<file path="config.mk">
export PLATFORM = sky130hd
export DESIGN_NAME = script_number_codec
export DESIGN_NICKNAME = d
export VERILOG_FILES = /design/src/rtl/snc_pkg.sv /design/src/rtl/script_number_codec.sv /design/src/rtl/snc_front.sv /design/src/rtl/snc_queue.sv /design/src/rtl/snc_back.sv
export SDC_FILE = /design/constraint.sdc
export NUM_CORES = 1
export LEC_CHECK = 0
export BUFFER_PORTS_ARGS = -buffer_cell sky130_fd_sc_hd__buf_2
export CAP_MARGIN = 5
export CORE_MARGIN = 2
export CORE_UTILIZATION = 55
export DETAILED_ROUTE_END_ITERATION = 10
export GPL_TIMING_DRIVEN = 0
export PLACE_DENSITY = 0.82
export SETUP_SLACK_MARGIN = 0.4
export SLEW_MARGIN = 20
export SYNTH_ARGS = -nofsm -noshare
export SYNTH_HDL_FRONTEND = slang
export SYNTH_HIERARCHICAL = 1
export SYNTH_SLANG_ARGS = --single-unit
</file>
<file path="constraint.sdc">
create_clock -name i_clk -period 13.88 [get_ports i_clk]
set_input_delay 2.776 -clock i_clk [delete_from_list [all_inputs] [get_ports i_clk]]
set_output_delay 2.776 -clock i_clk [all_outputs]
set_load 0.01 [all_outputs]
</file>
<file path="src/rtl/snc_pkg.sv">
// ----------------------------------------------------------------------------
// snc_pkg: shared types and constants of the script number codec
// Holds the function codes, status codes, byte masks and the queue item
// passed from the classifying front end to the byte emitting back end.
// ----------------------------------------------------------------------------
package snc_pkg;

    // Longest byte form accepted on decode
    localparam logic [3:0] MAX_BYTES = 4'd4;

    // Function codes
    localparam logic FUNC_DECODE = 1'b0;
    localparam logic FUNC_ENCODE = 1'b1;

    // Byte masks of the sign-magnitude form
    localparam logic [7:0] SIGN_MASK = 8'h80;
    localparam logic [7:0] MAG_MASK  = 8'h7f;
    localparam logic [7:0] BYTE_MASK = 8'hff;

    // Result status codes
    typedef enum logic [1:0] {
        ST_OK      = 2'd0,
        ST_LONG    = 2'd1,
        ST_NOT_MIN = 2'd2
    } t_status;

    // One classified item: decoded value, or encode magnitude and byte count
    typedef struct packed {
        logic        is_enc;
        logic        empty;
        t_status     status;
        logic [63:0] value;
        logic [3:0]  nbytes;
        logic        extra;
        logic        neg;
    } t_item;

endpackage

</file>
<file path="src/rtl/script_number_codec.sv">
// ----------------------------------------------------------------------------
// script_number_codec: script number encoder and decoder
// Converts between signed 64-bit values and the little-endian
// sign-magnitude byte form of script numbers.
// ----------------------------------------------------------------------------
// A decode item gives one result; an encode item gives one result per output
// byte (one to nine, or a single empty result for zero). The back end emits
// one result per cycle from the output register while the output side is
// ready; the front end classifies in the accept cycle and a two-entry queue
// lets new items enter while earlier ones still emit bytes. A result passes
// from its queue entry into the output register before it is presented.
module script_number_codec (
    input  logic               i_clk,
    input  logic               i_rst_n,
    input  logic               i_in_valid,
    output logic               o_in_ready,
    input  logic               i_func,
    input  logic [63:0]        i_packed_bytes,
    input  logic [3:0]         i_byte_count,
    input  logic               i_require_minimal,
    input  logic signed [63:0] i_number_in,
    output logic               o_out_valid,
    input  logic               i_out_ready,
    output logic signed [63:0] o_number_out,
    output logic [1:0]         o_status,
    output logic [7:0]         o_byte_out,
    output logic               o_empty_run,
    output logic               o_last
);

    snc_pkg::t_item item;
    snc_pkg::t_item head;
    logic           full;
    logic           nonempty;
    logic           pop;
    logic           push;
    logic [63:0]    number_out;

    assign o_in_ready = !full;
    assign push       = i_in_valid && !full;

    // Classify the incoming item
    snc_front u_front (
        .i_func            (i_func),
        .i_packed_bytes    (i_packed_bytes),
        .i_byte_count      (i_byte_count),
        .i_require_minimal (i_require_minimal),
        .i_number_in       (i_number_in),
        .o_item            (item)
    );

    // Buffer classified items
    snc_queue u_queue (
        .i_clk      (i_clk),
        .i_rst_n    (i_rst_n),
        .i_push     (push),
        .i_item     (item),
        .o_full     (full),
        .i_pop      (pop),
        .o_nonempty (nonempty),
        .o_head     (head)
    );

    // Emit results
    snc_back u_back (
        .i_clk        (i_clk),
        .i_rst_n      (i_rst_n),
        .i_nonempty   (nonempty),
        .i_head       (head),
        .o_pop        (pop),
        .o_out_valid  (o_out_valid),
        .i_out_ready  (i_out_ready),
        .o_number_out (number_out),
        .o_status     (o_status),
        .o_byte_out   (o_byte_out),
        .o_empty_run  (o_empty_run),
        .o_last       (o_last)
    );

    assign o_number_out = $signed(number_out);

endmodule

</file>
<file path="src/rtl/snc_front.sv">
// ----------------------------------------------------------------------------
// snc_front: item classifier
// Decodes a byte form into its value and status, or reduces a number to
// magnitude, sign and result byte count for the back end.
// ----------------------------------------------------------------------------
module snc_front (
    input  logic                i_func,
    input  logic [63:0]         i_packed_bytes,
    input  logic [3:0]          i_byte_count,
    input  logic                i_require_minimal,
    input  logic signed [63:0]  i_number_in,
    output snc_pkg::t_item      o_item
);

    logic [2:0]  top_idx;
    logic [2:0]  below_idx;
    logic [7:0]  top_b;
    logic [7:0]  below_b;
    logic [63:0] dmask;
    logic [63:0] dval;
    logic        not_min;
    logic [63:0] emag;
    logic [3:0]  nm;
    logic [2:0]  etop_idx;
    logic [7:0]  etop_b;

    // Decode: pick top bytes, mask to length, strip sign and negate when negative
    always_comb begin
        top_idx   = 3'(i_byte_count - 4'd1);
        below_idx = top_idx - 3'd1;
        top_b     = 8'(i_packed_bytes >> {top_idx, 3'b000});
        below_b   = 8'(i_packed_bytes >> {below_idx, 3'b000});
        for (int i = 0; i < 8; i++) begin
            dmask[8*i +: 8] = (4'(i) < i_byte_count) ? snc_pkg::BYTE_MASK : 8'h00;
        end
        dmask[{top_idx, 3'b111}] = 1'b0;
        dval = i_packed_bytes & dmask;
        if (top_b[7]) begin
            dval = 64'd0 - dval;
        end
        not_min = i_require_minimal && ((top_b & snc_pkg::MAG_MASK) == 8'h00) &&
                  ((i_byte_count < 4'd2) || ((below_b & snc_pkg::SIGN_MASK) == 8'h00));
    end

    // Encode: magnitude, significant bytes, and whether a sign byte is added
    always_comb begin
        emag = i_number_in[63] ? (64'd0 - 64'(i_number_in)) : 64'(i_number_in);
        nm   = 4'd0;
        for (int i = 0; i < 8; i++) begin
            if (emag[8*i +: 8] != 8'h00) begin
                nm = 4'(i + 1);
            end
        end
        etop_idx = 3'(nm - 4'd1);
        etop_b   = 8'(emag >> {etop_idx, 3'b000});
    end

    // Build the queue item
    always_comb begin
        o_item        = '0;
        o_item.status = snc_pkg::ST_OK;
        o_item.nbytes = 4'd1;
        if (i_func == snc_pkg::FUNC_ENCODE) begin
            o_item.is_enc = 1'b1;
            o_item.neg    = i_number_in[63];
            o_item.value  = emag;
            if (nm == 4'd0) begin
                o_item.empty = 1'b1;
            end else begin
                o_item.extra  = etop_b[7];
                o_item.nbytes = nm + {3'd0, etop_b[7]};
            end
        end else if (i_byte_count == 4'd0) begin
            o_item.value = 64'd0;
        end else if (i_byte_count > snc_pkg::MAX_BYTES) begin
            o_item.status = snc_pkg::ST_LONG;
        end else if (not_min) begin
            o_item.status = snc_pkg::ST_NOT_MIN;
        end else begin
            o_item.value = dval;
        end
    end

endmodule

</file>
<file path="src/rtl/snc_queue.sv">
// ----------------------------------------------------------------------------
// snc_queue: two-entry item queue
// Decouples the front end from the back end so each side stalls on its own.
// ----------------------------------------------------------------------------
module snc_queue (
    input  logic            i_clk,
    input  logic            i_rst_n,
    input  logic            i_push,
    input  snc_pkg::t_item  i_item,
    output logic            o_full,
    input  logic            i_pop,
    output logic            o_nonempty,
    output snc_pkg::t_item  o_head
);

    snc_pkg::t_item r_mem [2];
    logic           r_wr_ptr;
    logic           r_rd_ptr;
    logic [1:0]     r_count;
    logic           n_wr_ptr;
    logic           n_rd_ptr;
    logic [1:0]     n_count;

    assign o_full     = (r_count == 2'd2);
    assign o_nonempty = (r_count != 2'd0);
    assign o_head     = r_mem[r_rd_ptr];

    // Advance pointers and count
    always_comb begin
        n_wr_ptr = i_push ? ~r_wr_ptr : r_wr_ptr;
        n_rd_ptr = i_pop ? ~r_rd_ptr : r_rd_ptr;
        n_count  = r_count + {1'b0, i_push} - {1'b0, i_pop};
    end

    always_ff @(posedge i_clk) begin
        if (!i_rst_n) begin
            r_wr_ptr <= 1'b0;
            r_rd_ptr <= 1'b0;
            r_count  <= 2'd0;
        end else begin
            r_wr_ptr <= n_wr_ptr;
            r_rd_ptr <= n_rd_ptr;
            r_count  <= n_count;
        end
    end

    // Store the pushed item
    always_ff @(posedge i_clk) begin
        if (i_push) begin
            r_mem[r_wr_ptr] <= i_item;
        end
    end

endmodule

</file>
<file path="src/rtl/snc_back.sv">
// ----------------------------------------------------------------------------
// snc_back: result emitter
// Walks the head item one result per cycle, while the output is free or
// accepted, into the output register and pops the item on its final result.
// ----------------------------------------------------------------------------
module snc_back (
    input  logic            i_clk,
    input  logic            i_rst_n,
    input  logic            i_nonempty,
    input  snc_pkg::t_item  i_head,
    output logic            o_pop,
    output logic            o_out_valid,
    input  logic            i_out_ready,
    output logic [63:0]     o_number_out,
    output logic [1:0]      o_status,
    output logic [7:0]      o_byte_out,
    output logic            o_empty_run,
    output logic            o_last
);

    logic [3:0]  r_idx;
    logic        r_out_valid;
    logic [63:0] r_number;
    logic [1:0]  r_status;
    logic [7:0]  r_byte;
    logic        r_empty;
    logic        r_last;

    logic        load;
    logic        is_last;
    logic [7:0]  sel_byte;
    logic [63:0] n_number;
    logic [1:0]  n_status;
    logic [7:0]  n_byte;
    logic        n_empty;

    assign load    = i_nonempty && (!r_out_valid || i_out_ready);
    assign is_last = !i_head.is_enc || i_head.empty || (r_idx == i_head.nbytes - 4'd1);
    assign o_pop   = load && is_last;

    // Form the result for the current byte index
    always_comb begin
        sel_byte = 8'(i_head.value >> {r_idx[2:0], 3'b000});
        n_number = 64'd0;
        n_status = 2'(snc_pkg::ST_OK);
        n_byte   = 8'h00;
        n_empty  = 1'b0;
        if (!i_head.is_enc) begin
            n_number = i_head.value;
            n_status = 2'(i_head.status);
        end else if (i_head.empty) begin
            n_empty = 1'b1;
        end else if (is_last && i_head.extra) begin
            n_byte = i_head.neg ? snc_pkg::SIGN_MASK : 8'h00;
        end else if (is_last && i_head.neg) begin
            n_byte = sel_byte | snc_pkg::SIGN_MASK;
        end else begin
            n_byte = sel_byte;
        end
    end

    // Hold the byte index and output valid
    always_ff @(posedge i_clk) begin
        if (!i_rst_n) begin
            r_idx       <= 4'd0;
            r_out_valid <= 1'b0;
        end else begin
            if (load) begin
                r_idx       <= is_last ? 4'd0 : r_idx + 4'd1;
                r_out_valid <= 1'b1;
            end else if (i_out_ready) begin
                r_out_valid <= 1'b0;
            end
        end
    end

    // Load the output payload
    always_ff @(posedge i_clk) begin
        if (load) begin
            r_number <= n_number;
            r_status <= n_status;
            r_byte   <= n_byte;
            r_empty  <= n_empty;
            r_last   <= is_last;
        end
    end

    assign o_out_valid  = r_out_valid;
    assign o_number_out = r_number;
    assign o_status     = r_status;
    assign o_byte_out   = r_byte;
    assign o_empty_run  = r_empty;
    assign o_last       = r_last;

endmodule
</file>
==> flow_metrics.env <==
export IMPL_status="completed"
export IMPL_yosys_area_share_xor_xnor_pct=5.706
export IMPL_worst_slew_pin_slew_ns=1.068
export IMPL_die_h_um=168.9
export IMPL_clock_skew_ns=0.01393
export IMPL_synth_avg_cell_area_sq_um=11.04
export IMPL_power_frac_clock_pct=22.4
export IMPL_drive_gt1_share_pct=25.84
export IMPL_grt_pass1_wl_um=72380
export IMPL_netlist_instances=1354
export IMPL_path_max_fanout=8
export IMPL_min_period_ns=8.129
export IMPL_vias=12545
export IMPL_gr_usage_all_layers_pct=33.65
export IMPL_muxShareOfSynthArea_pct=12.17
export IMPL_clockBufferDepth=3
export IMPL_ios=216
export IMPL_core_sq_um=26800
export IMPL_place_hpwl_um=37960
export IMPL_cts_resized=0
export IMPL_synth_ff_type="edfxtp_1"
export IMPL_cts_setup_buffers=0
export IMPL_post_dp_cell_area_sq_um=16500
export IMPL_final_common_cell="edfxtp_1"
export IMPL_die_x_um=168.9
export IMPL_max_cap_viol_count=0
export IMPL_routed_wirelength_um=48780
export IMPL_combPwrFrac_pct=38.2
export IMPL_synth_edf_count=224
export IMPL_ant_nets=0
export IMPL_switching_share_pct=33.32
export IMPL_netlist_top_cells_area="edfxtp_1, mux2_4, nor2b_1"
export IMPL_grt_pass1_vias=12062
export IMPL_cts_root_buffer="clkbuf_16"
export IMPL_nFillCells=2102
export IMPL_clk_latency_ns=0.50
export IMPL_synth_top_family_by_area="simple AND/OR/NAND/NOR gates"
export IMPL_ys_warn_count=6
export IMPL_via_per_inst=6.463
export IMPL_core_rowCount=60
export IMPL_power_frac_seq_pct=39.4
export IMPL_ys_types=96
export IMPL_finalHoldViolCount=0
export IMPL_syn2layout_area_growth_pct=15.22
export IMPL_cts_sinks=234
export IMPL_antenna_found_initial=4
export IMPL_arrival_ns=8.37
export IMPL_dr_pass1_iters=8
export IMPL_dieArea_sq_um=28530
export IMPL_layout_common_cells="edfxtp_1, buf_2, nand2_1"
export IMPL_setup_tns_ns=0
export IMPL_portBuffers=200
export IMPL_cts_hold_buf=0
export IMPL_yosysTopAreaCellShare_pct=44.98
export IMPL_syn_area_sq_um=14950
export IMPL_h_tree_depth=1
export IMPL_slew_limit_headroom_pct=28.17
export IMPL_worst_ep_required_time_ns=14.12
export IMPL_final_max_slew_violation_count=0
export IMPL_final_core_util_pct=64.29
export IMPL_cts_buffers=22
export IMPL_yosys_area_share_simple_pct=18.14
export IMPL_layout_setup_ws_ns=5.751
export IMPL_fin_area_sq_um=17230
export IMPL_setup_viol=0
export IMPL_overflow=0
export IMPL_nNetsFinal=1733
export IMPL_crit_path_end_kind="flip-flop"
export IMPL_cellLeakagePower_nw=6.439
export IMPL_rsz0062_at_grt="no"
export IMPL_route_detailed_drc=0
export IMPL_yosys_area_top_type="edfxtp_1"
export IMPL_power_density_nw_per_um2=153.9
export IMPL_dp_slack_ns=5.358
export IMPL_gp_congestion=1.056
export IMPL_fmax_ghz=0.1230
export IMPL_vdd_drop_max_mv=0.1028
export IMPL_syn_nets=1504
export IMPL_path_clk_slew_ns=0.06
export IMPL_dr_first_iter_drc_count=1376
export IMPL_period_share_pct=58.57
export IMPL_ys_ff_latch=234
export IMPL_grt_start_max_net_pins=52
export IMPL_synthAdderAreaFrac_pct=1.004
export IMPL_finalPower_mw=2.651
export IMPL_p_switching_mw=0.8833
export IMPL_initial_core_util_pct=55.80
export IMPL_internal_power_mw=1.768
export IMPL_start_kind="input port"
export IMPL_synth_compound_area_share_pct=12.48
export IMPL_r2r_slack_ns=10.55
export IMPL_async_reset_ff_share_pct=0
export IMPL_wl_per_cell_um=25.13
export IMPL_cts_tree="done"
export IMPL_path_class="input port to flip-flop"
export IMPL_hold_class="flip-flop to flip-flop"
export IMPL_seq_area_frac_synth_pct=46.32
==> power groups by stage <==
stage | clock network [mW] | registers, mW | logic [mW]
after floorplan | 0 | 1.11 | 0.585
after global placement | 0 | 1.06 | 0.937
after detailed placement | 0 | 1.06 | 0.989
after CTS | 0.599 | 1.05 | 1.00
after global routing | 0.623 | 1.06 | 1.07
final | 0.594 | 1.04 | 1.01
==> cells by family after synthesis <==
kind of cell,count (synthesis)
mux,123
simple gates,494
compound gates,274
xor+xnor,95
flops,234
buf+inv,122
fa+ha+maj,12
==> path summary, 6_finish.rpt <==
path,endpoint,from,cells after the start
setup / recovery,u_queue/r_mem[0][3]$_DFFE_PP_,i_number_in[19],18
hold / removal,u_back/r_idx[3]$_SDFFE_PN0P_,u_back/r_idx[3]$_SDFFE_PN0P_,2
setup reg to reg,u_queue/r_count[1]$_SDFF_PN0_,flip-flop,13
hold reg to reg,u_back/r_idx[3]$_SDFFE_PN0P_,u_back/r_idx[3]$_SDFFE_PN0P_,2
==> cell type report <==
class                           instances  area, sq um  area share [%]
Multi-Input combinational cell        998         7412           43.02
Sequential cell                       234         6927           40.20
Timing Repair Buffer                  205         1109           6.434
Clock buffer                           29        608.1           3.529
Buffer                                 87        494.2           2.868
Tap cell                              341        426.7           2.476
Inverter                               35        133.9          0.7770
Clock inverter                         10        115.1          0.6681
Antenna cell                            2        5.005         0.02905
==> cells in the mapped netlist, drive strengths merged (5+ instances only) <==
master	count
nand3	35
and3	11
ha	12
o211ai	9
and2	9
dfxtp	10
or2	9
xor2	49
nand4	16
a211oi	5
o21a	7
nor2b	75
nor4b	7
o22ai	30
buf	31
nand2b	15
nor4	29
or4	10
mux4	21
o2111ai	5
o21ai	68
nor2	84
o41ai	14
or3	21
a21oi	42
nand2	112
edfxtp	224
o32ai	6
a31oi	9
clkbuf	56
nor3	44
inv	34
a21o	12
xnor2	45
mux2	77
mux2i	25
o31ai	27
==> worst max-delay path, stage by stage <==
cell      delay (ns)
clkbuf_1        0.18
nor4_1          0.85
nand4_1         0.52
or4_1           0.63
nor3_1          0.20
o311ai_0        0.18
nor4_1          0.48
nand2b_1        0.19
a21oi_1         0.17
o21a_1          0.17
inv_1           0.05
ha_1            0.39
mux4_1          0.64
nor2b_4         0.16
a21oi_1         0.12
ha_1            0.19
ha_1            0.25
and3_1          0.20
==> state kept, by name, summed over array words and instances (netlist names), named ones only <==
| register | flops |
|---|---|
| u_queue/r_mem | 148 |
| u_back/o_number_out | 64 |
| u_back/o_byte_out | 8 |
| u_back/r_idx | 4 |
| u_back/o_status | 2 |
| u_queue/r_count | 2 |
| u_back/o_empty_run | 1 |
| u_back/o_last | 1 |
| u_back/o_out_valid | 1 |
| u_queue/r_rd_ptr | 1 |
| u_queue/r_wr_ptr | 1 |
==> per-stage QoR <==
| step | cells | hold slack, ns |
|---|---|---|
| 2_1_floorplan | 1354 | 0.4996 |
| 3_3_place_gp | 1895 | 0.5255 |
| 3_5_place_dp | 1900 | 0.5537 |
| 4_1_cts | 1939 | 0.5694 |
| 5_1_grt | 1939 | 0.5895 |
| 6_report | 1941 | 0.5806 |
==> metal layers <==
layer  track usage, %  share of wire (%)  wire length, um
met3            3.975                9.1             4428
met5                0              0.076               37
met4            11.62                3.7             1806
met2            57.47                 48            23460
met1            44.71                 39            19050
Power figures use the tool's default switching activity.
